**config.mk**
```make
export PLATFORM = sky130hd
export DESIGN_NAME = successor_cycle_entrance_finder_flat
export DESIGN_NICKNAME = d
export VERILOG_FILES = /design/src/hdl/scef_pkg.sv /design/src/hdl/scef_chan_if.sv /design/src/hdl/scef_ram.sv /design/src/hdl/scef_dp.sv /design/src/hdl/scef_ctrl.sv /design/src/hdl/successor_cycle_entrance_finder.sv /design/src/flat_wrapper.sv
export SDC_FILE = /design/constraint.sdc
export NUM_CORES = 1
export LEC_CHECK = 0
export ABC_AREA = 0
export BUFFER_PORTS_ARGS = -buffer_cell sky130_fd_sc_hd__clkbuf_2
export CORE_AREA = 2 2 39 41
export DETAILED_ROUTE_END_ITERATION = 10
export DIE_AREA = 0 0 41 43
export GPL_TIMING_DRIVEN = 0
export PLACE_DENSITY = 0.44
export RECOVER_POWER = 100
export SKIP_CTS_REPAIR_TIMING = 1
export SLEW_MARGIN = 20
export SYNTH_ARGS = -nofsm -noshare
export SYNTH_HDL_FRONTEND = slang
export SYNTH_SLANG_ARGS = --single-unit
```
**constraint.sdc**
```tcl
create_clock -name clk -period 1.2 [get_ports clk]
set_input_delay 0.24 -clock clk [delete_from_list [all_inputs] [get_ports clk]]
set_output_delay 0.24 -clock clk [all_outputs]
set_load 0.005 [all_outputs]
```
**src/hdl/scef_pkg.sv**
```systemverilog
`timescale 1ns / 1ps

package scef_pkg;

	localparam int NODE_W  = 8;
	localparam int CNT_W   = 9;
	localparam int ENTRY_W = 9;
	localparam int END_BIT = 8;

	typedef logic [NODE_W-1:0]  node_t;
	typedef logic [CNT_W-1:0]   count_t;
	typedef logic [ENTRY_W-1:0] entry_t;

	typedef enum logic {
		CMD_WRITE = 1'b0,
		CMD_QUERY = 1'b1
	} command_t;

	typedef enum logic [1:0] {
		VERDICT_NONE,
		VERDICT_CYCLE,
		VERDICT_RANGE
	} verdict_t;

	// source of the table read address
	typedef enum logic [2:0] {
		ASEL_FAST,
		ASEL_RDATA,
		ASEL_SLOW,
		ASEL_FFAST,
		ASEL_ENT,
		ASEL_AVAL
	} addr_sel_t;

	typedef struct packed {
		logic      command;
		node_t     node_index;
		node_t     successor;
		logic      successor_ends;
		logic      start_at_end;
	} req_beat_t;

	typedef struct packed {
		logic      cycle_found;
		node_t     entrance_node;
		logic      out_of_range;
	} rsp_beat_t;

	typedef struct packed {
		logic      wr_en;
		logic      start;
		addr_sel_t addr_sel;
		logic      ld_ffast;
		logic      ld_round;
		logic      ld_aval;
		logic      ld_ent;
		logic      set_res;
		verdict_t  verdict;
		logic      res_from_aval;
		logic      push;
	} ctl_cmd_t;

	typedef struct packed {
		logic is_query;
		logic start_trivial;
		logic start_oor;
		logic rd_end;
		logic rd_oor;
		logic meet;
		logic ent_eq_rd;
		logic ffast_oor;
		logic aval_eq_rd;
		logic out_free;
	} ctl_sts_t;

endpackage

```
**src/hdl/scef_chan_if.sv**
```systemverilog
`timescale 1ns / 1ps

interface scef_chan_if #(
	parameter type payload_t = logic
) ();
	logic     valid;
	logic     ready;
	payload_t payload;

	modport source (output valid, output payload, input ready);
	modport sink (input valid, input payload, output ready);
endinterface

```
**src/hdl/scef_ram.sv**
```systemverilog
`timescale 1ns / 1ps

module scef_ram #(
	parameter int WIDTH = 9,
	parameter int DEPTH = 256,
	localparam int AW = (DEPTH > 1) ? $clog2(DEPTH) : 1
) (
	input  logic             clk,
	input  logic             we,
	input  logic [AW-1:0]    waddr,
	input  logic [WIDTH-1:0] wdata,
	input  logic [AW-1:0]    raddr,
	output logic [WIDTH-1:0] rdata
);

	logic [WIDTH-1:0] mem_q [DEPTH];

	always_ff @(posedge clk) begin
		if (we) begin
			mem_q[waddr] <= wdata;
		end
		rdata <= mem_q[raddr];
	end

endmodule

```
**src/hdl/scef_dp.sv**
```systemverilog
`timescale 1ns / 1ps

module scef_dp #(
	parameter int MAX_NODES = 256
) (
	input  logic                 clk,
	input  logic                 arst_n,
	input  logic                 cfg_valid,
	input  scef_pkg::count_t     cfg_data,
	input  scef_pkg::req_beat_t  req_payload,
	input  logic                 rsp_ready,
	output logic                 rsp_valid,
	output scef_pkg::rsp_beat_t  rsp_payload,
	input  scef_pkg::ctl_cmd_t   cmd,
	output scef_pkg::ctl_sts_t   sts
);

	localparam int AW  = $clog2(MAX_NODES);
	localparam int CAP = (MAX_NODES > 511) ? 511 : MAX_NODES;

	scef_pkg::count_t    cnt_q;
	scef_pkg::count_t    cnt_eff;
	scef_pkg::node_t     slow_q;
	scef_pkg::node_t     fast_q;
	scef_pkg::node_t     ffast_q;
	scef_pkg::node_t     ent_q;
	scef_pkg::node_t     aval_q;
	scef_pkg::rsp_beat_t res_q;
	scef_pkg::rsp_beat_t out_q;
	logic                out_valid_q;
	scef_pkg::entry_t    rdata;
	scef_pkg::node_t     rnode;
	scef_pkg::node_t     raddr_node;
	logic                wr_in_range;

	assign cnt_eff = (cnt_q > scef_pkg::count_t'(CAP)) ? scef_pkg::count_t'(CAP) : cnt_q;
	assign rnode   = rdata[scef_pkg::NODE_W-1:0];

	assign wr_in_range = {9'd0, req_payload.node_index} < 17'(MAX_NODES);

	always_comb begin
		case (cmd.addr_sel)
			scef_pkg::ASEL_FAST:  raddr_node = fast_q;
			scef_pkg::ASEL_RDATA: raddr_node = rnode;
			scef_pkg::ASEL_SLOW:  raddr_node = slow_q;
			scef_pkg::ASEL_FFAST: raddr_node = ffast_q;
			scef_pkg::ASEL_ENT:   raddr_node = ent_q;
			scef_pkg::ASEL_AVAL:  raddr_node = aval_q;
			default:              raddr_node = fast_q;
		endcase
	end

	scef_ram #(
		.WIDTH (scef_pkg::ENTRY_W),
		.DEPTH (MAX_NODES)
	) u_table (
		.clk   (clk),
		.we    (cmd.wr_en && wr_in_range),
		.waddr (AW'(req_payload.node_index)),
		.wdata (req_payload.successor_ends ? scef_pkg::entry_t'(1 << scef_pkg::END_BIT)
		                                   : {1'b0, req_payload.successor}),
		.raddr (AW'(raddr_node)),
		.rdata (rdata)
	);

	always_comb begin
		sts.is_query      = (req_payload.command == scef_pkg::CMD_QUERY);
		sts.start_trivial = (cnt_eff == '0) || req_payload.start_at_end;
		sts.start_oor     = {1'b0, req_payload.node_index} >= cnt_eff;
		sts.rd_end        = rdata[scef_pkg::END_BIT];
		sts.rd_oor        = {1'b0, rnode} >= cnt_eff;
		sts.meet          = (rnode == ffast_q);
		sts.ent_eq_rd     = (ent_q == rnode);
		sts.ffast_oor     = {1'b0, ffast_q} >= cnt_eff;
		sts.aval_eq_rd    = (aval_q == rnode);
		sts.out_free      = !out_valid_q || rsp_ready;
	end

	always_ff @(posedge clk or negedge arst_n) begin
		if (!arst_n) begin
			cnt_q <= '0;
		end else if (cfg_valid) begin
			cnt_q <= cfg_data;
		end
	end

	always_ff @(posedge clk) begin
		if (cmd.start) begin
			slow_q <= req_payload.node_index;
			fast_q <= req_payload.node_index;
			ent_q  <= req_payload.node_index;
		end
		if (cmd.ld_ffast) begin
			ffast_q <= rnode;
		end
		if (cmd.ld_round) begin
			slow_q <= rnode;
			fast_q <= ffast_q;
		end
		if (cmd.ld_aval) begin
			aval_q <= rnode;
		end
		if (cmd.ld_ent) begin
			ent_q  <= aval_q;
			slow_q <= rnode;
		end
		if (cmd.set_res) begin
			res_q.cycle_found   <= (cmd.verdict == scef_pkg::VERDICT_CYCLE);
			res_q.out_of_range  <= (cmd.verdict == scef_pkg::VERDICT_RANGE);
			res_q.entrance_node <= (cmd.verdict != scef_pkg::VERDICT_CYCLE) ? '0 :
			                       cmd.res_from_aval ? aval_q : ent_q;
		end
		if (cmd.push) begin
			out_q <= res_q;
		end
	end

	always_ff @(posedge clk or negedge arst_n) begin
		if (!arst_n) begin
			out_valid_q <= 1'b0;
		end else if (cmd.push) begin
			out_valid_q <= 1'b1;
		end else if (rsp_ready) begin
			out_valid_q <= 1'b0;
		end
	end

	assign rsp_valid   = out_valid_q;
	assign rsp_payload = out_q;

endmodule

```
**src/hdl/scef_ctrl.sv**
```systemverilog
`timescale 1ns / 1ps

module scef_ctrl (
	input  logic               clk,
	input  logic               arst_n,
	input  logic               req_valid,
	output logic               req_ready,
	input  scef_pkg::ctl_sts_t sts,
	output scef_pkg::ctl_cmd_t cmd
);

	typedef enum logic [2:0] {
		ST_IDLE,
		ST_FA,
		ST_FB,
		ST_FC,
		ST_FD,
		ST_EB,
		ST_EC,
		ST_FIN
	} state_t;

	state_t state_q;
	state_t state_d;

	always_comb begin
		cmd       = '0;
		state_d   = state_q;
		req_ready = 1'b0;
		case (state_q)
			ST_IDLE: begin
				req_ready = 1'b1;
				if (req_valid) begin
					if (!sts.is_query) begin
						cmd.wr_en = 1'b1;
					end else begin
						cmd.start = 1'b1;
						if (sts.start_trivial) begin
							cmd.set_res = 1'b1;
							cmd.verdict = scef_pkg::VERDICT_NONE;
							state_d     = ST_FIN;
						end else if (sts.start_oor) begin
							cmd.set_res = 1'b1;
							cmd.verdict = scef_pkg::VERDICT_RANGE;
							state_d     = ST_FIN;
						end else begin
							state_d = ST_FA;
						end
					end
				end
			end
			ST_FA: begin
				cmd.addr_sel = scef_pkg::ASEL_FAST;
				state_d      = ST_FB;
			end
			// first hop of the fast walker
			ST_FB: begin
				if (sts.rd_end) begin
					cmd.set_res = 1'b1;
					cmd.verdict = scef_pkg::VERDICT_NONE;
					state_d     = ST_FIN;
				end else if (sts.rd_oor) begin
					cmd.set_res = 1'b1;
					cmd.verdict = scef_pkg::VERDICT_RANGE;
					state_d     = ST_FIN;
				end else begin
					cmd.addr_sel = scef_pkg::ASEL_RDATA;
					state_d      = ST_FC;
				end
			end
			// second hop of the fast walker
			ST_FC: begin
				cmd.ld_ffast = 1'b1;
				if (sts.rd_end) begin
					cmd.set_res = 1'b1;
					cmd.verdict = scef_pkg::VERDICT_NONE;
					state_d     = ST_FIN;
				end else begin
					cmd.addr_sel = scef_pkg::ASEL_SLOW;
					state_d      = ST_FD;
				end
			end
			// slow walker hop, then meet test
			ST_FD: begin
				if (sts.rd_end || sts.rd_oor) begin
					cmd.set_res = 1'b1;
					cmd.verdict = scef_pkg::VERDICT_RANGE;
					state_d     = ST_FIN;
				end else begin
					cmd.ld_round = 1'b1;
					if (sts.meet) begin
						if (sts.ent_eq_rd) begin
							cmd.set_res = 1'b1;
							cmd.verdict = scef_pkg::VERDICT_CYCLE;
							state_d     = ST_FIN;
						end else begin
							cmd.addr_sel = scef_pkg::ASEL_ENT;
							state_d      = ST_EB;
						end
					end else if (sts.ffast_oor) begin
						cmd.set_res = 1'b1;
						cmd.verdict = scef_pkg::VERDICT_RANGE;
						state_d     = ST_FIN;
					end else begin
						cmd.addr_sel = scef_pkg::ASEL_FFAST;
						state_d      = ST_FB;
					end
				end
			end
			ST_EB: begin
				cmd.ld_aval = 1'b1;
				if (sts.rd_end || sts.rd_oor) begin
					cmd.set_res = 1'b1;
					cmd.verdict = scef_pkg::VERDICT_RANGE;
					state_d     = ST_FIN;
				end else begin
					cmd.addr_sel = scef_pkg::ASEL_SLOW;
					state_d      = ST_EC;
				end
			end
			ST_EC: begin
				if (sts.rd_end || sts.rd_oor) begin
					cmd.set_res = 1'b1;
					cmd.verdict = scef_pkg::VERDICT_RANGE;
					state_d     = ST_FIN;
				end else begin
					cmd.ld_ent = 1'b1;
					if (sts.aval_eq_rd) begin
						cmd.set_res       = 1'b1;
						cmd.verdict       = scef_pkg::VERDICT_CYCLE;
						cmd.res_from_aval = 1'b1;
						state_d           = ST_FIN;
					end else begin
						cmd.addr_sel = scef_pkg::ASEL_AVAL;
						state_d      = ST_EB;
					end
				end
			end
			ST_FIN: begin
				if (sts.out_free) begin
					cmd.push = 1'b1;
					state_d  = ST_IDLE;
				end
			end
			default: begin
				state_d = ST_IDLE;
			end
		endcase
	end

	always_ff @(posedge clk or negedge arst_n) begin
		if (!arst_n) begin
			state_q <= ST_IDLE;
		end else begin
			state_q <= state_d;
		end
	end

endmodule

```
**src/hdl/successor_cycle_entrance_finder.sv**
```systemverilog
`timescale 1ns / 1ps

// Channel  Dir  Beat                                            Accepted when
// req      in   command, node_index, successor, successor_ends,
//               start_at_end                                    valid && ready
// rsp      out  cycle_found, entrance_node, out_of_range        valid && ready
// cfg      in   entry_count (9 bits)                            valid && ready
//
// A query walks the table through one registered read port: a launch, then per
// tortoise/hare round two reads for the fast walker and one for the slow walker,
// per entrance step one read each for the entrance and slow walkers, and then
// the result is posted. No request beat is taken while a query runs; a
// finished result holds in its final state until the output register is free.
// Reset clears the controller, the output valid and entry_count, not the table.
module successor_cycle_entrance_finder #(
	parameter int MAX_NODES = 256
) (
	input logic          clk,
	input logic          arst_n,
	scef_chan_if.sink    req,
	scef_chan_if.source  rsp,
	scef_chan_if.sink    cfg
);

	scef_pkg::ctl_cmd_t cmd;
	scef_pkg::ctl_sts_t sts;

	// the count register always takes a write
	assign cfg.ready = 1'b1;

	// sequencer: one query at a time, drives the datapath by command
	scef_ctrl u_ctrl (
		.clk       (clk),
		.arst_n    (arst_n),
		.req_valid (req.valid),
		.req_ready (req.ready),
		.sts       (sts),
		.cmd       (cmd)
	);

	// table memory, walker pointers, result and output registers
	scef_dp #(
		.MAX_NODES (MAX_NODES)
	) u_dp (
		.clk         (clk),
		.arst_n      (arst_n),
		.cfg_valid   (cfg.valid),
		.cfg_data    (cfg.payload),
		.req_payload (req.payload),
		.rsp_ready   (rsp.ready),
		.rsp_valid   (rsp.valid),
		.rsp_payload (rsp.payload),
		.cmd         (cmd),
		.sts         (sts)
	);

endmodule
```
**src/flat_wrapper.sv**
```systemverilog
// flat-port wrapper written by rule: the top's interface ports become plain ports
module successor_cycle_entrance_finder_flat 
#(
	parameter int MAX_NODES = 256
)
  (clk, arst_n, req_valid, req_payload, req_ready, rsp_valid, rsp_payload, rsp_ready, cfg_valid, cfg_payload, cfg_ready);
  scef_chan_if req_i ();
  scef_chan_if rsp_i ();
  scef_chan_if cfg_i ();
  input logic clk;
  input logic arst_n;
  input wire logic [$bits(req_i.valid)-1:0] req_valid;
  input wire logic [$bits(req_i.payload)-1:0] req_payload;
  output wire logic [$bits(req_i.ready)-1:0] req_ready;
  output wire logic [$bits(rsp_i.valid)-1:0] rsp_valid;
  output wire logic [$bits(rsp_i.payload)-1:0] rsp_payload;
  input wire logic [$bits(rsp_i.ready)-1:0] rsp_ready;
  input wire logic [$bits(cfg_i.valid)-1:0] cfg_valid;
  input wire logic [$bits(cfg_i.payload)-1:0] cfg_payload;
  output wire logic [$bits(cfg_i.ready)-1:0] cfg_ready;
  assign req_i.valid = req_valid;
  assign req_i.payload = req_payload;
  assign req_ready = req_i.ready;
  assign rsp_valid = rsp_i.valid;
  assign rsp_payload = rsp_i.payload;
  assign rsp_i.ready = rsp_ready;
  assign cfg_i.valid = cfg_valid;
  assign cfg_i.payload = cfg_payload;
  assign cfg_ready = cfg_i.ready;
  successor_cycle_entrance_finder #(.MAX_NODES(MAX_NODES)) u_core (.clk(clk), .arst_n(arst_n), .req(req_i), .rsp(rsp_i), .cfg(cfg_i));
endmodule
```
* After elaboration in Yosys (flattened, before gate mapping)
Index checks and enable logic that the tools add are counted.
Storage, ports and cells: register bits 40, input port bits 7, output and inout bits 4, logic and storage cells 69
Operators by class: mux-type cells 37, magnitude comparators 3, eq/ne operators 12, reductions and logical operators 7, bitwise logic cells 1
Operator list (number):
- two-way mux 3 bit | 16
- equality test 8 bit | 3
- one-hot mux 3 bit (7 select lines) | 1
- greater-or-equal comparator 8 x 9 -> 1 bit | 2
- two-way mux 8 bit | 2
- one-hot mux 3 bit (5 select lines) | 1
- equality test 3 bit, second input constant | 4
- two-way mux 1 bit | 10
- two-way mux 2 bit | 5
- > comparator 1 x 9 -> 1 bit, second input constant | 1
- two-way mux 9 bit | 1
- equality test 3 x 2 -> 1 bit, second input constant | 2
- two-way mux 4 bit | 1
- nonzero test 2 bit | 2
- equality test 3 x 1 -> 1 bit, second input constant | 1
- logical NOT 3 bit | 1
- equality test 2 bit, second input constant | 1
- logical OR 1 bit | 2
- inequality test 2 x 1 -> 1 bit, second input constant | 1
- AND reduction 2 bit | 1
- logical NOT 1 bit | 1
- NOT 1 bit | 1

* Depth between registers and ports, before layout
Gate-level depths: netlist of the first run.
depth after elaboration 8, depth in mapped cells 4, mapped depth without buffers 3

* Cells and area by module
A second synthesis of the first run with hierarchy kept.
Second synthesis, totals: cell total of the unflattened synthesis 4638, area total of the unflattened synthesis 93872.5 µm²
Modules (own cells, without submodules):
- scef_ram | times used 1, area each 89278.1 µm², sequential area each 69366.5 µm², cells each 4237
- scef_dp | times used 1, area each 4096.4 µm², sequential area each 2052.0 µm², cells each 322
- scef_ctrl | times used 1, area each 483.0 µm², sequential area each 75.1 µm², cells each 76
- successor_cycle_entrance_finder | times used 1, area each 15.0 µm², sequential area each 0.0 µm², cells each 3

* Least setup slack after synthesis of the first run
Ideal clock, no wire load.
path kind register -> register, from reg u_core.u_ctrl.state_q[1], to reg u_core.u_dp.res_q[0] in the netlist's numbering, enable pin, path slack 0.158 ns, setup time 0.302 ns, stages on the path, launching flop included 5, period minus slack after synthesis 1.042 ns, data required time 0.898 ns, buffers on the path 1, arrival 0.740 ns, path through dfrtp_1 > buf_6 > o21ai_1 > nand2_1 > o21ai_1
RTL lines:
- start, declared | line scef_ctrl.sv:23 | state_t state_q;
- start signal, assigned | line scef_ctrl.sv:155 | state_q <= state_d;
- end, declared | line scef_dp.sv:28 | scef_pkg::rsp_beat_t res_q;

==> results of run 1 <==
-- logic make-up (layout without fill, tap and decap cells) --
| group | count (synthesis) | count (layout) | share of synthesized area [%] |
|---|---|---|---|
| flops | 7 | 7 | 55.64 |
| simple gates | 14 | 14 | 23.30 |
| compound gates | 6 | 6 | 10.90 |
| other cells | 1 | 1 | 1.127 |
| mux | 1 | 1 | 3.383 |
| buf+inv | 2 | 17 | 5.640 |
-- worst max-delay path, stage by stage (launching register included) --
cell and delay [ns]:
dfrtp_1 0.37, buf_6 0.13, buf_4 0.15, o21ai_1 0.15, nand2_1 0.09, o21ai_1 0.09
-- registers in the layout, indices dropped and copies added (netlist names) --
register	cells
u_core.u_ctrl.state_q	3
u_core.u_dp.cnt_q	1
u_core.u_dp.res_q	1
u_core.u_dp.rsp_payload	1
u_core.u_dp.rsp_valid	1
-- final cells by class --
class / count / share of cell area [%]
Sequential cell: 7 / 40.98
Buffer: 2 / 4.098
Clock buffer: 4 / 5.738
Tap cell: 16 / 4.372
Timing Repair Buffer: 11 / 14.21
Multi-Input combinational cell: 22 / 30.60
-- power by group through the flow --
stage	Combinational [mW]	Clock, mW	Sequential [mW]
finish	0.513	0.218	0.458
floorplan	0.305	0	0.447
global placement	0.391	0	0.459
global route	0.563	0.235	0.465
CTS	0.404	0.230	0.461
detailed placement	0.399	0	0.464
-- synthesized netlist by cell type --
cell type / count / area share, %
nand3_1: 1 / 1.5
nor2_1: 3 / 3.4
dfrtp_1: 5 / 38
a31oi_1: 1 / 1.9
o21ai_0: 1 / 1.5
a21oi_1: 1 / 1.5
buf_6: 1 / 3.4
nor3_1: 1 / 1.5
o21ai_1: 2 / 3.0
nor2b_4: 1 / 4.1
edfxtp_1: 2 / 18
buf_4: 1 / 2.3
nor2b_1: 2 / 3.8
conb_1: 1 / 1.1
o32a_1: 1 / 3.0
mux2_2: 1 / 3.4
nand2_1: 3 / 3.4
nand2b_1: 3 / 5.6
-- path summary, 6_finish.rpt --
kind | end | depth (start not counted)
max | u_core.u_dp.res_q[0]$_DFFE_PP_ | 5
min | u_core.u_dp.cnt_q[0]$_DFFE_PN0P_ | 2
max reg2reg | u_core.u_dp.res_q[0]$_DFFE_PP_ | 5
min reg2reg | u_core.u_dp.rsp_payload[0]$_DFFE_PP_ | 0
max in group asynchronous | u_core.u_ctrl.state_q[2]$_DFFE_PN0P_ | 2
min in group asynchronous | u_core.u_dp.rsp_valid$_DFFE_PN0P_ | 2
-- layout by cell type, fill, tap and decap left out, drive strengths merged --
| master | count |
|---|---|
| o32a | 1 |
| edfxtp | 2 |
| conb | 1 |
| nor3 | 1 |
| nor2b | 3 |
| mux2 | 1 |
| nor2 | 3 |
| clkbuf | 10 |
| nand2 | 3 |
| nand3 | 1 |
| a21oi | 1 |
| nand2b | 3 |
| buf | 6 |
| o21ai | 3 |
| a31oi | 1 |
| dfrtp | 5 |
| dlygate4sd3 | 1 |
-- per-stage QoR --
stage | setup TNS [ns] | total power, mW | hold WS [ns]
after detailed placement | 0 | 0.8628 | 0.06963
after CTS | -0.1117 | 1.094 | -0.2047
after global placement | 0 | 0.8493 | 0.06838
after floorplan | 0 | 0.7525 | -0.05559
final | -0.09875 | 1.189 | 0.2220
after global routing | -0.1732 | 1.263 | 0.2410
-- layer usage --
layer,vias to the layer above,global-route usage [%]
li1,135,-
met1,119,8.581
met2,10,10.31
met3,2,3.141
met4,0,8.000
met5,-,0
==> results.md, run 1 <==
* Leakage power at around 0.2 nW
* Switch share at about a third
* DR top layer: met4
* Initial antenna violation count at 0
* CTS buffer count at 3
* FF+latch area at about 190 µm²
* DRC Markers at 0
* Part of the power in combinational logic at approximately 43%
* Final hold vios at 0
* Number of global-route vias before repair at around 220
* R2R Setup Slk at -0.07 ns
* Die area at 0.001763 mm²
* Vias per inst at around 4.3
* Hold WC Path Type: in -> reg
* H-tree Lvls at 1
* GRT overflow at 0
* CTS tree: done
* Setup violators final at 2
* Critical path class: reg -> reg
* Failing checks: negative setup slack
* Clk network pwr share at roughly 18%
* Number of synthesized register bits at 7
* RSZ-0062 raised after global routing: true
* Fmax at 0.7878 GHz
* Clock Path Buffers at 2
* Cell area after synthesis at between 300 and 400 µm²
* Initial Util at between 20% and 30%
* Synth warn at 0
* Largest vdd supply drop at about 0.00080 V
* Starting DRT DRC Count at 8
* CP Launch Type: flop
* Placed Cells at 54
* FILL cells at 153
* Status: finished with violations
* Core ar. at 0.001384 mm²
* Netlist cell types at 18
* Root Buffer: clkbuf_4
* Met3 WL at 49 µm
* Post-route insts no fill at 62
* Routed wire length at around 650 µm
* Routability cong. at 0.7625
* Die span in x at slightly above 40 µm
* Die Ht at between 40 and 50 µm
* Clock Sinks at 7
* Pint at 0.7728 mW
* Synth Instances at 31
* Max Cap Viol at 0
* Syn-to-layout area delta at 37.59%
* Routed length on met2 at approximately 280 µm
* Final min period at 1.269 ns
* # rows at 14
* WL/cell at between 10 and 15 µm
* Critical path launch point: u_core.u_ctrl.state_q[1]$_DFFE_PN0P_
* Drt pass-1 iters at 4
* Layout Nets at between 50 and 60
* Worst r2r src: u_core.u_ctrl.state_q[1]$_DFFE_PN0P_
* Antenna viol nets, final at 0
* Cell area power density at 2597 mW/mm²
* Reg power frac at 38.5%
* Crit end category: flop
* Mapped Nets at 38
* Post-Syn Area per Cell at between 10 and 15 µm²
* Clock Latency Late Sink at 0.25 ns
* Net Sw Power at 0.4166 mW
* Cell area after layout at roughly 460 µm²
* Setup WS post-layout at -0.06941 ns
* Final Skew at 0.001826 ns
* Diodes inserted at 0
* Pre-CTS WS at between 0.08 and 0.09 ns
* GRT Overall Usage at about 8%
* Fin. max-slew vios at 0
* Final period util at 105.8%
* Arrival time worst endpoint at 1.23 ns
* Final Util at about a third
* Area occupied by multi-input gates at 140.1 µm²
* Share of cells above drive strength 1 at 39.13%
* Critical-path maximum fanout at 7
* Critical Path RT at 1.16 ns
* Port bufs at 7
* Reg clk slew, reported paths at ~0.050 ns
* Met1 wire length at 307 µm
* Via count at about 270
* Largest net degree at the start of global routing at 11
* Sequential share of the synthesized area at a little under three fifths
* I/O pins at 11
* First-pass GRT wire length at 834 µm
* Placed Area at slightly below 400 µm²
* Hold wc startpoint: cfg_payload
No activity file was read; power rests on OpenSTA's default activity.
==> run 2: changes to the inputs <==
--- a/config.mk
+++ b/config.mk
@@ -7,11 +7,13 @@
 export LEC_CHECK = 0
 export ABC_AREA = 0
 export BUFFER_PORTS_ARGS = -buffer_cell sky130_fd_sc_hd__clkbuf_2
+export CELL_PAD_IN_SITES_DETAIL_PLACEMENT = 0
+export CELL_PAD_IN_SITES_GLOBAL_PLACEMENT = 2
 export CORE_AREA = 2 2 39 41
 export DETAILED_ROUTE_END_ITERATION = 10
 export DIE_AREA = 0 0 41 43
 export GPL_TIMING_DRIVEN = 0
-export PLACE_DENSITY = 0.44
+export PLACE_DENSITY = 0.66
 export RECOVER_POWER = 100
 export SKIP_CTS_REPAIR_TIMING = 1
 export SLEW_MARGIN = 20
==> run 2 against run 1 <==
Against the previous run: the flow still finishes with violations (negative setup slack); final cell count grew 3.2%; register-to-register slack gained 0.099 ns; clock skew grew 0.0040 ns; first-iteration DRC count shrank 63%; die area is the same; wire length shrank 3.6%; sequential cell count is the same; via count grew 3.0%; global-route usage grew 0.32 points; utilization grew 1.3 points.
==> results.md, run 2 (synthesized netlist as in run 1, its figures left out) <==
* Failing checks: negative setup slack
* Hold wc startpoint: cfg_payload
* Critical-path maximum fanout at 4
* Diodes inserted at 0
* Initial antenna violation count at 0
* GRT overflow at 0
* GRT Overall Usage at 8.114%
* Starting DRT DRC Count at 3
* Met1 GRT Util at 9.967%
* Leakage power at roughly 0.21 nW
* Syn-to-layout area delta at 42.86%
* Final Skew at roughly 0.0058 ns
* Placed Cells at between 50 and 60
* H-tree Lvls at 1
* I/O pins at 11
* Layout Nets at 56
* Root Buffer: clkbuf_4
* Via count at approximately 270
* CTS tree: done
* CP max stage delay at 0.44 ns
* Tot Pwr at around 1.2 mW
* Largest vdd supply drop at around 0.0011 V
* Fmax at roughly 0.8 GHz
* GRT met2 Usage at a little under a tenth
* Slowest-stage cell, CP: dfrtp_2
* Routed wire length at about 620 µm
* CTS buffer count at 3
* Critical path class: reg -> out
* Cell area after layout at ~480 µm²
* Vias per inst at 4.281
* Fin. max-slew vios at 0
* Cell area power density at between 2000 and 3000 mW/mm²
* Most frequent cells in the layout: buf_4, clkbuf_2
* Status: finished with violations
* Placed Area at 387.9 µm²
* Register-to-Register Path Depth at 3
* Largest Register: u_core.u_ctrl.state_q
* Reg clk slew, reported paths at around 0.050 ns
* Arrival time worst endpoint at about 1 ns
* Critical Path RT at roughly 0.96 ns
* Max Cap Viol at 0
* Final hold vios at 0
* Antenna viol nets, final at 0
* Detailed Place HPWL at 434.8 µm
* Final min period at ~1.2 ns
* Hold Crit Depth at 2
* First-pass GRT wire length at 883 µm
* Clock Sinks at 7
* Core ar. at roughly 0.0014 mm²
* Crit-path cells: nor3_4, buf_2
* R2R Setup Slk at ~0.03 ns
* # rows at 14
* Port bufs at 7
* Die area at ~0.0018 mm²
* Drt pass-1 iters at 4
* Die span in x at around 40 µm
* Met3 Use GR at about 6.3%
* Die Ht at about 43 µm
* Worst r2r src: u_core.u_ctrl.state_q[0]$_DFFE_PN0P_
* Number of global-route vias before repair at around 220
* WL/cell at ~9.7 µm
* Setup WS post-layout at -0.02317 ns
* Share of cells above drive strength 1 at between 40 and 50%
* RR Endpoint: u_core.u_dp.res_q[0]$_DFFE_PP_
* Crit end category: primary output
* Post-route insts no fill at 64
* Clock Path Buffers at 2
* GRT busiest layer: met1
* Routability cong. at approximately 0.76
* DRC Markers at 0
* CP Launch Type: flop
* Endpoint, Worst Hold: u_core.u_dp.cnt_q[0]$_DFFE_PN0P_
* Hold WC Path Type: in -> reg
* Initial Util at around a quarter
* Largest net degree at the start of global routing at 11
* Final period util at 101.9%
* Max reg flops at 3
* Setup violators final at 1
* Commonest non-fill, non-tap cell in the layout: buf_4
* Clock Latency Late Sink at 0.25 ns
* RSZ-0062 raised after global routing: true
## run 2: cell count changes in the layout (fill, tap and decap cells not counted)
cell / before / now
nor2_2: 0 / 1
buf_4: 4 / 6
nor2_1: 3 / 2
## run 2: layout make-up
class                   instances  area [µm²]
plain buffers                   2       18.77
multi-input cells              22       142.6
flip-flops and latches          7       187.7
well taps                      16       20.02
repair buffers                 13       80.08
clock buffers                   4       26.28
fillers                       140       908.4
## run 2: layer usage
layer  up-vias  part of all wire, %
li1        139                    -
met1       124                   43
met2         9                   48
met3         2                  7.4
met4         0                 0.64
met5         -                    0
## run 2: through the flow
| step | hold slack (ns) | setup TNS, ns | setup slack [ns] | utilization (%) |
|---|---|---|---|---|
| finish | 0.2258 | -0.02317 | -0.02317 | 34.36 |
| global placement | 0.06656 | 0 | 0.1113 | 28.03 |
| global route | 0.2344 | -0.1019 | -0.08734 | 34.36 |
| detailed placement | 0.06362 | 0 | 0.1042 | 28.03 |
| floorplan | -0.05559 | 0 | 0.1576 | - |
| CTS | -0.2076 | -0.09728 | -0.09728 | 29.93 |
## run 2: worst max path at each step
stage                                                     from                             end  slack [ns]
after detailed placement  u_core.u_ctrl.state_q[1]$_DFFE_PN0P_  u_core.u_dp.res_q[0]$_DFFE_PP_        0.10
after floorplan           u_core.u_ctrl.state_q[1]$_DFFE_PN0P_  u_core.u_dp.res_q[0]$_DFFE_PP_        0.16
after CTS                 u_core.u_ctrl.state_q[1]$_DFFE_PN0P_                       req_ready        -0.1
after global placement    u_core.u_ctrl.state_q[1]$_DFFE_PN0P_  u_core.u_dp.res_q[0]$_DFFE_PP_        0.11
final                     u_core.u_ctrl.state_q[2]$_DFFE_PN0P_                       req_ready       -0.02
after global routing      u_core.u_ctrl.state_q[0]$_DFFE_PN0P_                       req_ready       -0.09
## run 2: report_power, final
group	leakage [nW]	internal (mW)	switching, mW	total (mW)
Clock	0.0150	0.127	0.0828	0.209
Combinational	0.121	0.309	0.248	0.557
Sequential	0.0750	0.374	0.0935	0.468
## run 2: worst max-delay path, delay by kind of cell (launching register included)
family / cells / cell delay (ns)
DFF: 1 / 0.44
and+or+nand+nor: 1 / 0.17
buffers and inverters: 1 / 0.12
==> run 3: changes to the inputs <==
--- a/config.mk
+++ b/config.mk
@@ -6,7 +6,7 @@
 export NUM_CORES = 1
 export LEC_CHECK = 0
 export ABC_AREA = 0
-export BUFFER_PORTS_ARGS = -buffer_cell sky130_fd_sc_hd__clkbuf_2
+export BUFFER_PORTS_ARGS = -buffer_cell sky130_fd_sc_hd__buf_2
 export CELL_PAD_IN_SITES_DETAIL_PLACEMENT = 0
 export CELL_PAD_IN_SITES_GLOBAL_PLACEMENT = 2
 export CORE_AREA = 2 2 39 41
==> run 3 against run 2 <==
Against the previous run: the flow still finishes with violations (negative setup slack); sequential share of layout area up 1.6 points; first-iteration DRC count up 130%; sequential power about the same; hold slack about the same; wire length down 3.9%; count of clock-buffer cells in the layout unchanged; critical endpoint unchanged; largest power group unchanged.
==> results.md, run 3 (synthesized netlist as in run 1, its figures left out) <==
* Die area at 0.001763 mm²
* Layout Nets at 54
* CP max stage delay at 0.37 ns
* GRT overflow at 0
* Reg power frac at 40.1%
* Number of global-route vias before repair at 221
* Met1 GRT Util at about a tenth
* Clock Latency Late Sink at between 0.2 and 0.3 ns
* Antenna viol nets, final at 0
* Setup WS post-layout at -0.02682 ns
* Critical path class: reg -> out
* Initial Util at between 20% and 30%
* Hold WC Path Type: in -> reg
* Final Skew at 0.004090 ns
* Setup tns final at -0.04447 ns
* GRT met2 Usage at between 10% and 20%
* Largest Register: u_core.u_ctrl.state_q
* Diodes inserted at 0
* Vias per inst at 4.403
* Routed wire length at ~600 µm
* Leakage power at ~0.20 nW
* Drt pass-1 iters at 4
* Routability cong. at around 0.74
* Final period util at 102.2%
* First-pass GRT wire length at ~890 µm
* Core ar. at between 0.001 and 0.0015 mm²
* Syn-to-layout area delta at 36.47%
* Critical-path maximum fanout at 3
* H-tree Lvls at 1
* CP delay by family, top: flip-flops
* Port bufs at 7
* Largest vdd supply drop at around 0.00086 V
* Starting DRT DRC Count at 7
* CTS buffer count at 3
* Pint at around 0.77 mW
* Arrival time worst endpoint at 0.99 ns
* Clock Sinks at 7
* Max reg flops at 3
* Clock Path Buffers at 2
* Die Ht at 43 µm
* Worst path buffer plus inverter count at 2
* Part of the power in combinational logic at between 40% and 50%
* Cell area power density at 2561 mW/mm²
* Commonest non-fill, non-tap cell in the layout: buf_2
* Final min period at around 1.2 ns
* Slowest-stage cell, CP: dfrtp_1
* Critical Path RT at approximately 0.96 ns
* Crit-path cells: buf_6, nor3_2, buf_2
* Fmax at between 0.8 and 0.9 GHz
* Reg clk slew, reported paths at roughly 0.050 ns
* Via count at approximately 270
* I/O pins at 11
* Final hold vios at 0
* Status: finished with violations
* Die span in x at 41 µm
* Share of cells above drive strength 1 at between 40% and 50%
* Net Sw Power at a little under 0.4 mW
* Largest net degree at the start of global routing at 11
* Max Cap Viol at 0
* WL/cell at 9.661 µm
* Setup violators final at 2
* CP Launch Type: flop
* # rows at 14
* Placed Cells at 54
* Root Buffer: clkbuf_4
* CTS tree: done
* GRT Overall Usage at between 8 and 9%
* Crit end category: primary output
* Most frequent cells in the layout: buf_2, buf_4, dfrtp_1
* FILL cells at approximately 150
* GRT busiest layer: met2
* DRC Markers at 0
* Met3 Use GR at roughly 8%
* Post-route insts no fill at 62
* Failing checks: negative setup slack
* Switch share at about 34%
* Fin. max-slew vios at 0
* Clk network pwr share at 18.1%
* Initial antenna violation count at 0
* RSZ-0062 raised after global routing: true
## run 3: cell types whose count changed in the layout (fill, tap and decap cells not counted), sizes merged
cell	previous run	this run
buf	8	11
clkbuf	10	5
## run 3: power groups by stage
| stage | registers (mW) | clock network, mW | logic [mW] |
|---|---|---|---|
| 2_1_floorplan | 0.447 | 0 | 0.305 |
| 3_3_place_gp | 0.460 | 0 | 0.390 |
| 3_5_place_dp | 0.464 | 0 | 0.403 |
| 4_1_cts | 0.460 | 0.222 | 0.404 |
| 5_1_grt | 0.476 | 0.239 | 0.541 |
| 6_report | 0.466 | 0.211 | 0.486 |
## run 3: area by class of cell
cell class	instances	area, µm²	area share, %
buffer	2	18.77	4.132
clock buffer	4	26.28	5.785
multi-input combinational	22	136.4	30.03
sequential	7	186.4	41.05
tap	16	20.02	4.408
timing repair buffer	11	66.31	14.60
## run 3: per-layer routing
layer / vias up / part of all wire (%)
li1: 133 / -
met1: 127 / 44
met2: 13 / 46
met3: 0 / 10
met4: 0 / 0
met5: - / 0
## run 3: worst paths after layout
check	slack, ns	cells past startpoint	start	to
max in group asynchronous	0.58	2	arst_n	u_core.u_ctrl.state_q[2]$_DFFE_PN0P_
min in group asynchronous	0.38	2	arst_n	u_core.u_dp.rsp_valid$_DFFE_PN0P_
max reg2reg	-0.02	5	u_core.u_ctrl.state_q[1]$_DFFE_PN0P_	u_core.u_dp.res_q[0]$_DFFE_PP_
min	0.23	2	cfg_payload	u_core.u_dp.cnt_q[0]$_DFFE_PN0P_
min reg2reg	0.43	0	u_core.u_dp.res_q[0]$_DFFE_PP_	u_core.u_dp.rsp_payload[0]$_DFFE_PP_
max	-0.03	3	u_core.u_ctrl.state_q[1]$_DFFE_PN0P_	req_ready
## run 3: through the flow
stage	util, %	hold slack [ns]	power [mW]	setup slack [ns]	area, µm²
global route	32.82	0.2256	1.256	-0.09693	454.2
floorplan	-	-0.05559	0.7525	0.1576	332.8
finish	32.82	0.2256	1.163	-0.02682	454.2
detailed placement	28.03	0.06462	0.8675	0.1189	387.9
CTS	29.93	-0.2087	1.086	-0.08340	414.1
global placement	28.03	0.06339	0.8495	0.1113	387.9
